## src/rtl/yce_pkg.sv

```systemverilog
// Shared types and constants of the yaw complementary estimator.
// Depends on nothing; every other file imports it.
`timescale 1ns / 1ps

package yce_pkg;

    localparam int ANGLE_BITS     = 16;
    localparam int RATE_FRAC_BITS = 9;
    localparam int RATE_W         = 16;
    localparam int FUSED_W        = ANGLE_BITS + 8;
    localparam int DT_W           = 19;
    localparam int TAU_W          = 20;
    localparam int GAIN_W         = 17;
    localparam int ALPHA_W        = 17;
    localparam int DEN_W          = 21;
    localparam int NUM_W          = 36;
    localparam int DIV_STEPS      = NUM_W;
    localparam int CNT_W          = 6;
    localparam int CFG_IDX_W      = 2;
    localparam int CFG_DATA_W     = 20;
    localparam int MUL_A_W        = 40;
    localparam int MUL_B_W        = 20;
    localparam int PROD_W         = MUL_A_W + MUL_B_W;
    localparam int P_W            = 38;
    localparam int INT_SHIFT      = 49 + RATE_FRAC_BITS - ANGLE_BITS;

    localparam logic [19:0] DT_DEFAULT_US = 20'd10000;
    localparam logic [19:0] DT_MAX_US     = 20'd500000;
    localparam logic [19:0] INV_PI_MEGA   = 20'd349985;
    localparam logic [16:0] GAIN_ONE      = 17'd65536;
    localparam logic [19:0] TAU_RESET     = 20'd25000;
    localparam logic [16:0] GAIN_RESET    = 17'd6554;

    typedef enum logic [CFG_IDX_W-1:0] {
        REG_YAW_NEGATE = 2'd0,
        REG_TAU        = 2'd1,
        REG_GAIN       = 2'd2
    } cfg_reg_t;

    typedef struct packed {
        logic              action;
        logic              orient_valid;
        logic signed [15:0] yaw_in;
        logic signed [15:0] roll_in;
        logic signed [15:0] pitch_in;
        logic              gyro_valid;
        logic signed [15:0] rate_x;
        logic signed [15:0] rate_y;
        logic signed [15:0] rate_z;
        logic [19:0]       step_time_us;
    } item_t;

    typedef struct packed {
        logic signed [15:0] yaw_estimate;
        logic signed [15:0] yaw_sensor;
        logic signed [15:0] roll_out;
        logic signed [15:0] pitch_out;
        logic signed [15:0] filtered_rate_x;
        logic signed [15:0] filtered_rate_y;
        logic signed [15:0] filtered_rate_z;
        logic              offset_latched;
        logic              has_orientation;
        logic              has_rate;
    } result_t;

    typedef enum logic [3:0] {
        OP_NONE,
        OP_LOAD,
        OP_DIV_STEP,
        OP_ALPHA,
        OP_FMUL,
        OP_FACC,
        OP_PMUL,
        OP_HIMUL,
        OP_LOMUL,
        OP_INTADD,
        OP_CMUL,
        OP_CADD,
        OP_EMIT
    } dp_op_t;

    typedef struct packed {
        dp_op_t     op;
        logic [1:0] idx;
    } dp_cmd_t;

    typedef struct packed {
        logic zeroed;
        logic has_orient;
    } dp_status_t;

    typedef enum logic [3:0] {
        S_IDLE,
        S_CHECK,
        S_DIV,
        S_ALPHA,
        S_FMUL,
        S_FACC,
        S_PMUL,
        S_HIMUL,
        S_LOMUL,
        S_INTADD,
        S_CMUL,
        S_CADD,
        S_EMIT
    } ctrl_state_t;

endpackage

```

## src/rtl/yce_ctrl.sv

```systemverilog
// Controller state machine: sequences the datapath and runs both handshakes.
// Depends on yce_pkg.
`timescale 1ns / 1ps

module yce_ctrl (
    input  logic                clk,
    input  logic                rst_n,
    input  logic                in_valid,
    output logic                in_ready,
    output logic                out_valid,
    input  logic                out_ready,
    output yce_pkg::dp_cmd_t    cmd,
    input  yce_pkg::dp_status_t status
);
    import yce_pkg::*;

    ctrl_state_t      state_reg, state_next;
    logic [CNT_W-1:0] cnt_reg, cnt_next;
    logic [1:0]       idx_reg, idx_next;
    logic             out_valid_reg, out_valid_next;

    always_ff @(posedge clk or negedge rst_n)
    begin
        if (!rst_n)
        begin
            state_reg     <= S_IDLE;
            cnt_reg       <= '0;
            idx_reg       <= '0;
            out_valid_reg <= 1'b0;
        end
        else
        begin
            state_reg     <= state_next;
            cnt_reg       <= cnt_next;
            idx_reg       <= idx_next;
            out_valid_reg <= out_valid_next;
        end
    end

    always_comb
    begin
        state_next     = state_reg;
        cnt_next       = cnt_reg;
        idx_next       = idx_reg;
        out_valid_next = (out_valid_reg && out_ready) ? 1'b0 : out_valid_reg;
        in_ready       = 1'b0;
        cmd.op         = OP_NONE;
        cmd.idx        = idx_reg;
        case (state_reg)
            S_IDLE:
            begin
                in_ready = 1'b1;
                if (in_valid)
                begin
                    cmd.op     = OP_LOAD;
                    state_next = S_CHECK;
                end
            end
            S_CHECK:
            begin
                cnt_next   = '0;
                state_next = status.zeroed ? S_DIV : S_EMIT;
            end
            S_DIV:
            begin
                cmd.op   = OP_DIV_STEP;
                cnt_next = cnt_reg + 1'b1;
                if (cnt_reg == CNT_W'(DIV_STEPS - 1))
                    state_next = S_ALPHA;
            end
            S_ALPHA:
            begin
                cmd.op     = OP_ALPHA;
                idx_next   = '0;
                state_next = S_FMUL;
            end
            S_FMUL:
            begin
                cmd.op     = OP_FMUL;
                state_next = S_FACC;
            end
            S_FACC:
            begin
                cmd.op = OP_FACC;
                if (idx_reg == 2'd2)
                    state_next = S_PMUL;
                else
                begin
                    idx_next   = idx_reg + 1'b1;
                    state_next = S_FMUL;
                end
            end
            S_PMUL:
            begin
                cmd.op     = OP_PMUL;
                state_next = S_HIMUL;
            end
            S_HIMUL:
            begin
                cmd.op     = OP_HIMUL;
                state_next = S_LOMUL;
            end
            S_LOMUL:
            begin
                cmd.op     = OP_LOMUL;
                state_next = S_INTADD;
            end
            S_INTADD:
            begin
                cmd.op     = OP_INTADD;
                state_next = status.has_orient ? S_CMUL : S_EMIT;
            end
            S_CMUL:
            begin
                cmd.op     = OP_CMUL;
                state_next = S_CADD;
            end
            S_CADD:
            begin
                cmd.op     = OP_CADD;
                state_next = S_EMIT;
            end
            S_EMIT:
            begin
                if (!out_valid_reg || out_ready)
                begin
                    cmd.op         = OP_EMIT;
                    out_valid_next = 1'b1;
                    state_next     = S_IDLE;
                end
            end
            default:
                state_next = S_IDLE;
        endcase
    end

    assign out_valid = out_valid_reg;

endmodule

```

## config.mk

```make
export PLATFORM = sky130hd
export DESIGN_NAME = yce_ctrl
export DESIGN_NICKNAME = d
export VERILOG_FILES = /design/src/rtl/yce_pkg.sv /design/src/rtl/yce_ctrl.sv
export SDC_FILE = /design/constraint.sdc
export NUM_CORES = 1
export LEC_CHECK = 0
export ABC_AREA = 1
export BUFFER_PORTS_ARGS = -buffer_cell sky130_fd_sc_hd__buf_2
export CORE_MARGIN = 4
export CORE_UTILIZATION = 53
export CTS_CLUSTER_SIZE = 24
export DETAILED_ROUTE_END_ITERATION = 10
export GPL_ROUTABILITY_DRIVEN = 0
export PLACE_DENSITY = 0.73
export SLEW_MARGIN = 20
export SYNTH_ARGS = -nofsm -noshare
export SYNTH_HDL_FRONTEND = slang
export SYNTH_SLANG_ARGS = --single-unit
export TNS_END_PERCENT = 20
```

## constraint.sdc

```tcl
create_clock -name clk -period 1.55 [get_ports clk]
set_input_delay 0.155 -clock clk [delete_from_list [all_inputs] [get_ports clk]]
set_output_delay 0.155 -clock clk [all_outputs]
set_load 0.03 [all_outputs]
```

==> summary.md <==
| Metric | Value |
|---|---|
| Num rows | `14` |
| Via count | `834` |
| Max_cap viols | `0` |
| Post-Syn Nets | `126` |
| Slew @ Worst Pin | `0.297 ns` |
| Fin. max-slew vios | `0` |
| P per Cell Area | `1930 nW/um^2` |
| Cell area after synthesis | `841 um^2` |
| FMAX | `675 MHz` |
| Synth Area in Adders | `0.0298` |
| Worst setup SP type | `flop` |
| Fin cells | `157` |
| Chip Height | `47.8 um` |
| Hold Crit Class | `primary input to flop` |
| Vias in the first global route | `726` |
| Total gr overflow | `0` |
| Worst-Skew Late Latency | `0.28 ns` |
| Pin count of the biggest net entering global routing | `14` |
| Die ar. | `2290 um^2` |
| CP required | `1.39 ns` |
| Syn_area_per_cell | `7.13 um^2` |
| # clock sinks | `13` |
| DR WL/cell | `12.0 um` |
| Finished Core Util | `0.698` |
| Worst hold slack | `0.161 ns` |
| Synthesis Warnings | `0` |
| Layout Nets | `150` |
| Number of flip-flops in the largest register | `6` |
| DRC | `0` |
| WP data arrival | `1.33 ns` |
| Synth Area in Compound Gates | `0.101` |
| TritonCTS Buffers | `3` |
| Max H-tree Level | `1` |
| Core box area | `1510 um^2` |
| Worst Setup Path Type | `flop to output port` |
| First-pass GRT wire length | `3030 um` |
| CTS tree | `built` |
| Drt total wl | `1890 um` |
| Cell count after placement | `147` |
| Cell area after placement | `928 um^2` |
| Relative slew slack | `0.802` |
| Post-layout min period | `1.48 ns` |
| Clock skew | `0.00570 ns` |
| Seq/Total Area, Yosys | `0.387` |
| CTS Buffer Depth | `2` |
| RSZ-0062 raised after global routing | `yes` |
| Cell leakage power | `0.542 nW` |
| Post-route ant nets | `0` |
| Initial core utilization | `0.558` |
| Initial detailed-routing violation count | `19` |
| Die Wd | `47.8 um` |
| Gr usage total | `0.193` |
| Critical-path maximum fanout | `5` |
| Max VDD drop | `0.00113 V` |
| Drt pass-1 iters | `4` |
| Share of cells above drive strength 1 | `0.298` |
| Initial antenna violation count | `0` |
| Post-synthesis mux area share | `0` |
| Clk pin slew, worst setup/hold paths | `0.08 ns` |
| Synth Instances | `118` |
| P&R area growth vs syn | `25.0%` |
| Number of library cell types mapped by synthesis | `20` |
| Boundary Pins | `14` |
| Ant diodes | `0` |
| # port buffers | `13` |
| Endpoints failing setup | `0` |
| Yosys reg bits | `13` |
| Main combinational cell family by area after synthesis | `simple AND/OR/NAND/NOR gates` |
| XOR/XNOR share of the synthesized area | `0` |
| CTS root buf | `clkbuf_4` |
| Simple-gate share of the synthesized area | `0.403` |
| Final Hold Vio Count | `0` |
| Vias/cell | `5.31` |
| Fin area | `1050 um^2` |
| DPL Wire Length | `1350 um` |
| Status | `complete, no violations` |
| Final period utilization | `0.956` |
| Endpoint class of the critical path | `output port` |
[layer usage]
layer  track usage  routed length, um  vias up  share of wire
met1         0.253                853      377           0.45
met4         0.129                 74        0          0.039
met3        0.0338                104        7          0.055
met5             0                  0        -              0
li1              -                  -      428              -
met2         0.288                855       22           0.45
[cells in the final DEF, fill, tap and decap left out, drive strengths merged, types with 2 or more instances in the layout]
cell	synthesis	routed
ha	2	2
nor2	18	18
o21ai	10	10
nand4	2	2
clkbuf	0	4
a21oi	5	5
dfrtp	13	13
nand3	13	13
nand3b	3	3
buf	0	18
nand2	34	34
inv	17	17
[Yosys cell counts]
cell type / count / area, um^2
nand3b_1: 2 / 15.0
o21ai_1: 2 / 10.0
o21ai_2: 1 / 8.76
dfrtp_1: 13 / 325
nor2_1: 12 / 45.0
nand2_4: 1 / 11.3
nor2_2: 3 / 18.8
nand3b_2: 1 / 11.3
inv_2: 1 / 3.75
o22ai_1: 1 / 6.26
nand2_2: 1 / 6.26
nand4_1: 2 / 12.5
a21oi_1: 5 / 25.0
inv_1: 15 / 56.3
ha_1: 2 / 25.0
nand3_1: 13 / 65.1
o21ai_0: 7 / 35.0
inv_4: 1 / 6.26
nor2_4: 3 / 33.8
nand2_1: 32 / 120
[cells by family after synthesis]
kind of cell               after synthesis
buffers and inverters                   17
DFF                                     13
adders and majority gates                2
AOI/OAI and AO/OA                       16
and+or+nand+nor                         70
[stage by stage]
stage                     total power, mW  worst slack [ns]   TNS, ns
final                                2.03            0.0682         0
after global routing                 2.19          -0.00703  -0.00703
after CTS                            1.87           0.00807         0
after detailed placement             1.57             0.249         0
after global placement               1.56             0.247         0
after floorplan                      1.34             0.116         0
[worst max-delay path: stages, from the launching register on]
cell and delay (ns):
dfrtp_1 0.43, inv_2 0.11, nand2_4 0.08, nor2_4 0.11, nand2_1 0.06, o21ai_0 0.07
buf_4 0.18
[timing repair]
| item | 4_1_cts | 5_1_grt |
|---|---|---|
| gates cloned | 0 | 0 |
| endpoints found under the setup margin | 3 | 3 |
| resized for setup | 7 | 11 |
| setup buffers | 2 | 3 |
| hold buffers | 1 | 0 |
| pin swaps | 0 | 3 |
| endpoints found under the hold margin | 13 | 0 |
[report_power, final]
part	switching (mW)	internal [mW]
Sequential	0.149	0.445
Clock	0.114	0.100
Combinational	0.774	0.445
Total	1.04	0.990
[cell type report]
type                       instances  area, um^2
tap                               16        20.0
multi-input combinational         88         484
clock buffer                       4        26.3
timing repair buffer              19         124
sequential                        13         328
fill                             133         455
inverter                          17        68.8
[path summary, 6_finish.rpt]
check	startpoint	end	slack, ns	cells after the start
max	state_reg[0]$_DFFE_PN0P_	cmd[5]	0.07	6
min	out_ready	out_valid$_DFF_PN0_	0.16	4
max reg2reg	state_reg[3]$_DFFE_PN0P_	state_reg[0]$_DFFE_PN0P_	0.20	7
min reg2reg	cnt_reg[1]$_DFFE_PN0P_	cnt_reg[1]$_DFFE_PN0P_	0.51	2
max in group asynchronous	rst_n	state_reg[2]$_DFFE_PN0P_	1.02	2
min in group asynchronous	rst_n	cnt_reg[3]$_DFFE_PN0P_	0.28	2
Note: power is estimated with default switching activity, not from simulation.
