**src/rtl/yce_pkg.sv**
```systemverilog
// Shared types and constants of the yaw complementary estimator.
// Depends on nothing; every other file imports it.
`timescale 1ns / 1ps

package yce_pkg;

    localparam int ANGLE_BITS     = 16;
    localparam int RATE_FRAC_BITS = 9;
    localparam int RATE_W         = 16;
    localparam int FUSED_W        = ANGLE_BITS + 8;
    localparam int DT_W           = 19;
    localparam int TAU_W          = 20;
    localparam int GAIN_W         = 17;
    localparam int ALPHA_W        = 17;
    localparam int DEN_W          = 21;
    localparam int NUM_W          = 36;
    localparam int DIV_STEPS      = NUM_W;
    localparam int CNT_W          = 6;
    localparam int CFG_IDX_W      = 2;
    localparam int CFG_DATA_W     = 20;
    localparam int MUL_A_W        = 40;
    localparam int MUL_B_W        = 20;
    localparam int PROD_W         = MUL_A_W + MUL_B_W;
    localparam int P_W            = 38;
    localparam int INT_SHIFT      = 49 + RATE_FRAC_BITS - ANGLE_BITS;

    localparam logic [19:0] DT_DEFAULT_US = 20'd10000;
    localparam logic [19:0] DT_MAX_US     = 20'd500000;
    localparam logic [19:0] INV_PI_MEGA   = 20'd349985;
    localparam logic [16:0] GAIN_ONE      = 17'd65536;
    localparam logic [19:0] TAU_RESET     = 20'd25000;
    localparam logic [16:0] GAIN_RESET    = 17'd6554;

    typedef enum logic [CFG_IDX_W-1:0] {
        REG_YAW_NEGATE = 2'd0,
        REG_TAU        = 2'd1,
        REG_GAIN       = 2'd2
    } cfg_reg_t;

    typedef struct packed {
        logic              action;
        logic              orient_valid;
        logic signed [15:0] yaw_in;
        logic signed [15:0] roll_in;
        logic signed [15:0] pitch_in;
        logic              gyro_valid;
        logic signed [15:0] rate_x;
        logic signed [15:0] rate_y;
        logic signed [15:0] rate_z;
        logic [19:0]       step_time_us;
    } item_t;

    typedef struct packed {
        logic signed [15:0] yaw_estimate;
        logic signed [15:0] yaw_sensor;
        logic signed [15:0] roll_out;
        logic signed [15:0] pitch_out;
        logic signed [15:0] filtered_rate_x;
        logic signed [15:0] filtered_rate_y;
        logic signed [15:0] filtered_rate_z;
        logic              offset_latched;
        logic              has_orientation;
        logic              has_rate;
    } result_t;

    typedef enum logic [3:0] {
        OP_NONE,
        OP_LOAD,
        OP_DIV_STEP,
        OP_ALPHA,
        OP_FMUL,
        OP_FACC,
        OP_PMUL,
        OP_HIMUL,
        OP_LOMUL,
        OP_INTADD,
        OP_CMUL,
        OP_CADD,
        OP_EMIT
    } dp_op_t;

    typedef struct packed {
        dp_op_t     op;
        logic [1:0] idx;
    } dp_cmd_t;

    typedef struct packed {
        logic zeroed;
        logic has_orient;
    } dp_status_t;

    typedef enum logic [3:0] {
        S_IDLE,
        S_CHECK,
        S_DIV,
        S_ALPHA,
        S_FMUL,
        S_FACC,
        S_PMUL,
        S_HIMUL,
        S_LOMUL,
        S_INTADD,
        S_CMUL,
        S_CADD,
        S_EMIT
    } ctrl_state_t;

endpackage

```
**src/rtl/yce_datapath.sv**
```systemverilog
// Datapath: configuration, filter state, divider, shared multiplier, output register.
// Depends on yce_pkg; sequenced by yce_ctrl.
`timescale 1ns / 1ps

module yce_datapath (
    input  logic                        clk,
    input  logic                        rst_n,
    input  yce_pkg::dp_cmd_t            cmd,
    output yce_pkg::dp_status_t         status,
    input  yce_pkg::item_t              item,
    output yce_pkg::result_t            result,
    input  logic                        cfg_write_en,
    input  logic [yce_pkg::CFG_IDX_W-1:0]  cfg_index,
    input  logic [yce_pkg::CFG_DATA_W-1:0] cfg_data
);
    import yce_pkg::*;

    logic                      negate_reg;
    logic [TAU_W-1:0]          tau_reg;
    logic [GAIN_W-1:0]         gain_reg;

    logic                      zero_pending_reg, zeroed_reg, has_orient_reg, has_rate_reg;
    logic [ANGLE_BITS-1:0]     offset_reg, sensor_reg, roll_reg, pitch_reg;
    logic [FUSED_W-1:0]        fused_reg;
    logic signed [RATE_W-1:0]  raw_reg [3];
    logic signed [31:0]        filt_reg [3];

    logic [DT_W-1:0]           dt_reg;
    logic [NUM_W-1:0]          num_reg;
    logic [DEN_W-1:0]          den_reg;
    logic [DEN_W:0]            rem_reg;
    logic [ALPHA_W-1:0]        quot_reg;
    logic [ALPHA_W-1:0]        alpha_reg;
    logic signed [PROD_W-1:0]  prod_reg;
    logic signed [PROD_W-1:0]  a_reg;
    logic [P_W-1:0]            p_reg;
    result_t                   result_reg;

    // Item decode.
    logic [DT_W-1:0]           dt_in;
    logic [ANGLE_BITS-1:0]     yaw_c;
    logic signed [RATE_W-1:0]  z_c;
    logic [DEN_W-1:0]          den_in;

    always_comb
    begin
        if (item.step_time_us == 20'd0 || item.step_time_us > DT_MAX_US)
            dt_in = DT_DEFAULT_US[DT_W-1:0];
        else
            dt_in = item.step_time_us[DT_W-1:0];
        yaw_c = negate_reg ? (16'd0 - item.yaw_in) : item.yaw_in;
        if (!negate_reg)
            z_c = item.rate_z;
        else if (item.rate_z == 16'sh8000)
            z_c = 16'sh7fff;
        else
            z_c = -item.rate_z;
        den_in = {1'b0, tau_reg} + {2'b0, dt_in};
    end

    // Divider step.
    logic [DEN_W:0] trial;
    logic           ge;
    assign trial = {rem_reg[DEN_W-1:0], num_reg[NUM_W-1]};
    assign ge    = trial >= {1'b0, den_reg};

    // Shared multiplier operands.
    logic signed [MUL_A_W-1:0] mul_a;
    logic signed [MUL_B_W-1:0] mul_b;
    logic signed [33:0]        diff;
    logic signed [31:0]        f_sel;
    logic [GAIN_W-1:0]         gain_c;
    logic [FUSED_W-1:0]        err;
    logic signed [PROD_W-1:0]  rnd16;
    logic signed [PROD_W-1:0]  int_sum;
    logic signed [PROD_W-1:0]  int_inc;

    always_comb
    begin
        f_sel  = filt_reg[cmd.idx];
        diff   = $signed({raw_reg[cmd.idx][RATE_W-1], raw_reg[cmd.idx], 16'b0})
                 - $signed({{2{f_sel[31]}}, f_sel});
        gain_c = (gain_reg > GAIN_ONE) ? GAIN_ONE : gain_reg;
        err    = {sensor_reg, 8'b0} - fused_reg;
        mul_a  = '0;
        mul_b  = '0;
        case (cmd.op)
            OP_FMUL:
            begin
                mul_a = MUL_A_W'(diff);
                mul_b = $signed({3'b0, alpha_reg});
            end
            OP_PMUL:
            begin
                mul_a = $signed({21'b0, dt_reg});
                mul_b = $signed(INV_PI_MEGA);
            end
            OP_HIMUL:
            begin
                // The upper half of the filtered z rate is its signed floor.
                mul_a = $signed({2'b0, prod_reg[P_W-1:0]});
                mul_b = MUL_B_W'($signed(filt_reg[2][31:16]));
            end
            OP_LOMUL:
            begin
                mul_a = $signed({2'b0, p_reg});
                mul_b = $signed({4'b0, filt_reg[2][15:0]});
            end
            OP_CMUL:
            begin
                mul_a = MUL_A_W'($signed(err));
                mul_b = $signed({3'b0, gain_c});
            end
            default:
            begin
                mul_a = '0;
                mul_b = '0;
            end
        endcase
        rnd16   = (prod_reg + PROD_W'(32768)) >>> 16;
        int_sum = a_reg + $signed((prod_reg + (PROD_W'(1) << (INT_SHIFT - 1))) >> 16);
        int_inc = int_sum >>> (INT_SHIFT - 16);
    end

    function automatic logic [RATE_W-1:0] round_sat(input logic signed [31:0] f);
        logic signed [32:0] r;
        logic signed [16:0] s;
        r = {f[31], f} + 33'sd32768;
        s = r[32:16];
        if (s[16] != s[15])
            round_sat = s[16] ? 16'h8000 : 16'h7fff;
        else
            round_sat = s[15:0];
    endfunction

    always_ff @(posedge clk or negedge rst_n)
    begin
        if (!rst_n)
        begin
            negate_reg       <= 1'b0;
            tau_reg          <= TAU_RESET;
            gain_reg         <= GAIN_RESET;
            zero_pending_reg <= 1'b1;
            zeroed_reg       <= 1'b0;
            has_orient_reg   <= 1'b0;
            has_rate_reg     <= 1'b0;
            offset_reg       <= '0;
            sensor_reg       <= '0;
            roll_reg         <= '0;
            pitch_reg        <= '0;
            fused_reg        <= '0;
            for (int i = 0; i < 3; i++)
            begin
                raw_reg[i]  <= '0;
                filt_reg[i] <= '0;
            end
        end
        else
        begin
            if (cfg_write_en)
            begin
                case (cfg_index)
                    REG_YAW_NEGATE: negate_reg <= cfg_data[0];
                    REG_TAU:        tau_reg    <= cfg_data[TAU_W-1:0];
                    REG_GAIN:       gain_reg   <= cfg_data[GAIN_W-1:0];
                    default:        ;
                endcase
            end
            case (cmd.op)
                OP_LOAD:
                begin
                    if (item.action)
                    begin
                        offset_reg       <= '0;
                        sensor_reg       <= '0;
                        fused_reg        <= '0;
                        zero_pending_reg <= 1'b1;
                        zeroed_reg       <= 1'b0;
                    end
                    else
                    begin
                        if (item.orient_valid)
                        begin
                            roll_reg       <= item.roll_in;
                            pitch_reg      <= item.pitch_in;
                            has_orient_reg <= 1'b1;
                            if (zero_pending_reg)
                            begin
                                offset_reg       <= yaw_c;
                                fused_reg        <= '0;
                                zeroed_reg       <= 1'b1;
                                zero_pending_reg <= 1'b0;
                                sensor_reg       <= '0;
                            end
                            else
                                sensor_reg <= yaw_c - offset_reg;
                        end
                        if (item.gyro_valid)
                        begin
                            raw_reg[0]   <= item.rate_x;
                            raw_reg[1]   <= item.rate_y;
                            raw_reg[2]   <= z_c;
                            has_rate_reg <= 1'b1;
                        end
                    end
                end
                OP_FACC:
                    filt_reg[cmd.idx] <= filt_reg[cmd.idx] + rnd16[31:0];
                OP_INTADD:
                    fused_reg <= fused_reg + int_inc[FUSED_W-1:0];
                OP_CADD:
                    fused_reg <= fused_reg + rnd16[FUSED_W-1:0];
                default: ;
            endcase
        end
    end

    // Arithmetic and output registers; no reset needed.
    always_ff @(posedge clk)
    begin
        case (cmd.op)
            OP_LOAD:
            begin
                dt_reg   <= dt_in;
                num_reg  <= {dt_in, 16'b0} + {15'b0, den_in >> 1};
                den_reg  <= den_in;
                rem_reg  <= '0;
                quot_reg <= '0;
            end
            OP_DIV_STEP:
            begin
                rem_reg  <= ge ? (trial - {1'b0, den_reg}) : trial;
                num_reg  <= {num_reg[NUM_W-2:0], 1'b0};
                quot_reg <= {quot_reg[ALPHA_W-2:0], ge};
            end
            OP_ALPHA:
                alpha_reg <= (tau_reg == '0) ? GAIN_ONE : quot_reg;
            OP_HIMUL:
                p_reg <= prod_reg[P_W-1:0];
            OP_LOMUL:
                a_reg <= prod_reg;
            OP_EMIT:
            begin
                result_reg.yaw_estimate    <= 16'((fused_reg + FUSED_W'(128)) >> 8);
                result_reg.yaw_sensor      <= sensor_reg;
                result_reg.roll_out        <= roll_reg;
                result_reg.pitch_out       <= pitch_reg;
                result_reg.filtered_rate_x <= round_sat(filt_reg[0]);
                result_reg.filtered_rate_y <= round_sat(filt_reg[1]);
                result_reg.filtered_rate_z <= round_sat(filt_reg[2]);
                result_reg.offset_latched  <= zeroed_reg;
                result_reg.has_orientation <= has_orient_reg;
                result_reg.has_rate        <= has_rate_reg;
            end
            default: ;
        endcase
        prod_reg <= mul_a * mul_b;
    end

    assign status.zeroed     = zeroed_reg;
    assign status.has_orient = has_orient_reg;
    assign result            = result_reg;

endmodule

```
**config.mk**
```make
export PLATFORM = sky130hd
export DESIGN_NAME = yce_datapath
export DESIGN_NICKNAME = d
export VERILOG_FILES = /design/src/rtl/yce_pkg.sv /design/src/rtl/yce_datapath.sv
export SDC_FILE = /design/constraint.sdc
export NUM_CORES = 2
export LEC_CHECK = 0
export BUFFER_PORTS_ARGS = -buffer_cell sky130_fd_sc_hd__buf_2
export CORE_ASPECT_RATIO = 1.4
export CORE_UTILIZATION = 55
export CTS_CLUSTER_SIZE = 25
export DETAILED_ROUTE_END_ITERATION = 6
export PLACE_DENSITY = 0.75
export SLEW_MARGIN = 5
export SYNTH_ARGS = -nofsm -noshare
export SYNTH_HDL_FRONTEND = slang
export SYNTH_SLANG_ARGS = --single-unit
```
**constraint.sdc**
```tcl
create_clock -name clk -period 16.4 [get_ports clk]
set_input_delay 0.82 -clock clk [delete_from_list [all_inputs] [get_ports clk]]
set_output_delay 0.82 -clock clk [all_outputs]
set_load 0.01 [all_outputs]
```
==> results.sh <==
export IMPL_status="completed"
export IMPL_cts_sinks=668
export IMPL_gr_usage_all_layers=0.345
export IMPL_drv_slew=0
export IMPL_grt_overflow=0
export IMPL_slew_headroom=0.165
export IMPL_numCtsBuffers=66
export IMPL_path_class="flop to flop"
export IMPL_h_tree_depth=3
export IMPL_rr_endpoint="prod_reg[56]"
export IMPL_cp_common_cell="fa_1"
export IMPL_fin_area_sq_um=68900
export IMPL_antenna_found_initial=7
export IMPL_cpPeakStageDelay_ps=850
export IMPL_largest_reg_flops=115
export IMPL_drt_iter0_drc=4002
export IMPL_netlist_area_sq_um=63600
export IMPL_grt_pass1_vias=51300
export IMPL_syn_avg_cell_area_sq_um=9.61
export IMPL_top_level_ports=267
export IMPL_globalplace_congestion=0.989
export IMPL_drtPass1Iterations=7
export IMPL_synth_compound_area_frac=0.101
export IMPL_reg2regPathDepth=35
export IMPL_worst_path_buf_inv=6
export IMPL_area_delta_synth_final_pct=8.35
export IMPL_cts_root_buf="clkbuf_16"
export IMPL_p_comb_frac=0.491
export IMPL_drv_cap=0
export IMPL_cts_tree="yes"
export IMPL_power_internal_uw=4310
export IMPL_cp_top_family="adder cells"
export IMPL_synth_seq_cells=668
export IMPL_setup_viol=0
export IMPL_startpoint_type="flop"
export IMPL_synth_cells=6616
export IMPL_critPathCaptureType="flop"
export IMPL_critical_path_startpoint="fused_reg[7]"
export IMPL_rsz0062_at_grt="no"
export IMPL_postCtsSetupRepairBufs=0
export IMPL_r2r_start="fused_reg[7]"
export IMPL_synth_top_flop_cell="edfxtp_1"
export IMPL_p_clk_frac=0.194
export IMPL_ff2ff_setup_slack_ps=4610
export IMPL_holdCritPathClass="input pin to async pin"
export IMPL_critPathSlowestCell="o311a_1"
export IMPL_tightest_slew_ps=1240
export IMPL_cp_arrival_ps=12340
export IMPL_wl_microns=199000
export IMPL_ctsResizeCount=0
export IMPL_synth_xor_area_frac=0.0486
export IMPL_critical_path_endpoint="prod_reg[56]"
export IMPL_leakage_uw=0.0323
export IMPL_die_area_sq_um=117000
export IMPL_fin_skew_ps=38.2
export IMPL_portBuffers=266
export IMPL_synth_top_family_by_area="adder cells"
export IMPL_ys_types=93
export IMPL_critical_path_required_ps=16950
export IMPL_dp_hpwl_microns=158000
export IMPL_crit_cells=35
export IMPL_dpl_cell_area_sq_um=66700
export IMPL_post_route_period_util=0.719
export IMPL_pwr_share_seq=0.315
export IMPL_timing_fmax_ghz=0.0848
export IMPL_clkLatencyLatePin_ps=670
export IMPL_die_h_microns=404
export IMPL_vias_per_cell=5.93
export IMPL_yosysWarnings=0
export IMPL_core_sq_um=115000
export IMPL_synth_edf_count=334
export IMPL_grt_max_degree=102
export IMPL_seq_area_sq_um=18100
export IMPL_rows=147
export IMPL_wl_per_cell_microns=23.8
export IMPL_finalSetupTns_ps=0
export IMPL_multi_input_area_sq_um=40700
export IMPL_peakVddDrop_v=0.0000911
export IMPL_drc_errors=0
export IMPL_cts_buffer_depth=3
export IMPL_synth_seq_area_share=0.285
export IMPL_synth_simple_gate_area_frac=0.138
export IMPL_hold_viol_final=0
export IMPL_worst_path_max_fanout=24
export IMPL_async_flop_share=0.410
export IMPL_clk_pin_slew_worst_paths_ps=70
export IMPL_ctsHoldBuffers=0
export IMPL_synth_mux_area_frac=0.0402
export IMPL_dr_total_vias=49500
export IMPL_power_density_nw_per_um2=113
export IMPL_num_fill_cells=9756
export IMPL_p_sw_uw=3510
export IMPL_post_route_min_period_ps=11790
export IMPL_start_util=0.555
export IMPL_drive_above_1_share=0.106
export IMPL_grt_pass1_wl_microns=301000
export IMPL_die_w_microns=289
export IMPL_sw_frac_of_total=0.449
export IMPL_synthAdderAreaFrac=0.311
export IMPL_finalNetCount=8073
export IMPL_ant_nets=0
## area by class of cell
type / instances / area share
Multi-Input combinational cell: 4663 / 0.592
Sequential cell: 668 / 0.263
Inverter: 1037 / 0.0565
Timing Repair Buffer: 370 / 0.0308
Tap cell: 1490 / 0.0271
Clock buffer: 83 / 0.0261
Clock inverter: 39 / 0.00491
Antenna cell: 1 / 0.0000363
## kinds of logic after synthesis
kind of cell,after synthesis
flops,668
xor+xnor,353
buf+inv,1287
other cells,2
fa+ha+maj,1117
compound gates,982
mux,235
simple gates,1972
## how the worst min path moves through the flow
stage                       startpoint           to  depth (start not counted)
after global placement     roll_reg[8]   result[75]                          0
final                            rst_n  raw_reg[23]                          1
after CTS                        rst_n  raw_reg[13]                          1
after detailed placement   roll_reg[9]   result[76]                          0
after floorplan           has_rate_reg    result[0]                          0
after global routing             rst_n  raw_reg[23]                          1
## power by group through the flow
stage                     clock (uW)  sequential (uW)  combinational [uW]
after global routing            1590             2480                4150
after detailed placement           0             2480                3760
after global placement             0             2480                3710
final                           1510             2460                3840
after floorplan                    0             2320                2530
after CTS                       1540             2450                3790
## metal layers
layer	GRT usage	up-vias	routed length [microns]
li1	-	21900	-
met5	0	-	47
met3	0.0527	577	15400
met4	0.220	6	14500
met2	0.578	2303	96600
met1	0.413	24700	72600
## synth_stat cells, drive strengths merged (15+ instances only)
| library cell | instances | share of area |
|---|---|---|
| ha | 343 | 0.068 |
| xor2 | 124 | 0.017 |
| a21boi | 18 | 0.0021 |
| nor2 | 613 | 0.036 |
| clkbuf | 215 | 0.013 |
| a22oi | 23 | 0.0027 |
| dfxtp | 60 | 0.019 |
| inv | 1037 | 0.061 |
| mux2i | 74 | 0.012 |
| or2 | 20 | 0.0020 |
| nand3 | 108 | 0.0085 |
| o31ai | 28 | 0.0035 |
| a31oi | 20 | 0.0022 |
| buf | 35 | 0.0028 |
| nand4 | 51 | 0.0050 |
| or3 | 24 | 0.0024 |
| o21bai | 28 | 0.0033 |
| nand2 | 784 | 0.046 |
| and4 | 15 | 0.0021 |
| nor3 | 62 | 0.0049 |
| a21o | 102 | 0.012 |
| dfrtp | 260 | 0.10 |
| o211ai | 15 | 0.0020 |
| o21ai | 229 | 0.018 |
| fa | 774 | 0.24 |
| a222oi | 22 | 0.0035 |
| o21a | 45 | 0.0053 |
| nor2b | 60 | 0.0060 |
| edfxtp | 334 | 0.16 |
| mux2 | 161 | 0.029 |
| a21oi | 290 | 0.023 |
| and2 | 61 | 0.0060 |
| xnor2 | 229 | 0.032 |
| nor4 | 25 | 0.0025 |
| nand2b | 65 | 0.0064 |
| and3 | 49 | 0.0048 |
| a211oi | 24 | 0.0028 |
## metrics by stage
step                      instances  setup WS (ps)  hold slack (ps)  utilization  total power [uW]
after floorplan                6618           5690              416            -              4850
after global placement         8228           4290              421        0.582              6180
after detailed placement       8228           4190              428        0.582              6240
after CTS                      8350           4790              190        0.601              7780
after global routing           8351           4080              260        0.601              8220
final                          8351           4610              197        0.601              7810
## layout by cell type (no fill, tap or decap), types with 22 or more instances in the layout
cell type and instances:
o21ai_1 24, a21oi_1 289, nand2_1 778, o31ai_1 22, buf_2 264, a211oi_1 24, o21bai_1 28, and3_1 48
a21o_1 102, or3_1 24, nor3_1 57, xnor2_1 229, a222oi_1 22, mux2_2 161, clkbuf_16 68, dfrtp_1 260
xor2_1 124, nand4_1 51, nor4_1 25, o21ai_0 201, nor2_1 608, ha_1 343, mux2i_1 73, nand3_1 107
and2_1 60, a22oi_1 23, dfxtp_1 60, o21a_1 44, fa_1 774, nor2b_1 59, buf_4 105, nand2b_1 65
inv_1 1036, edfxtp_1 334
## worst reg2reg max path: cells and delay by family (launching register included)
| family | cells | cell delay (ps) |
|---|---|---|
| AO/OA/AOI/OAI | 9 | 3310 |
| XOR/XNOR | 1 | 150 |
| adder cells (fa/ha/maj) | 8 | 4110 |
| buffers and inverters | 6 | 830 |
| flip-flops | 1 | 510 |
| multiplexers | 1 | 250 |
| AND/OR/NAND/NOR | 10 | 2540 |
Note: power is estimated with default switching activity, not from simulation.
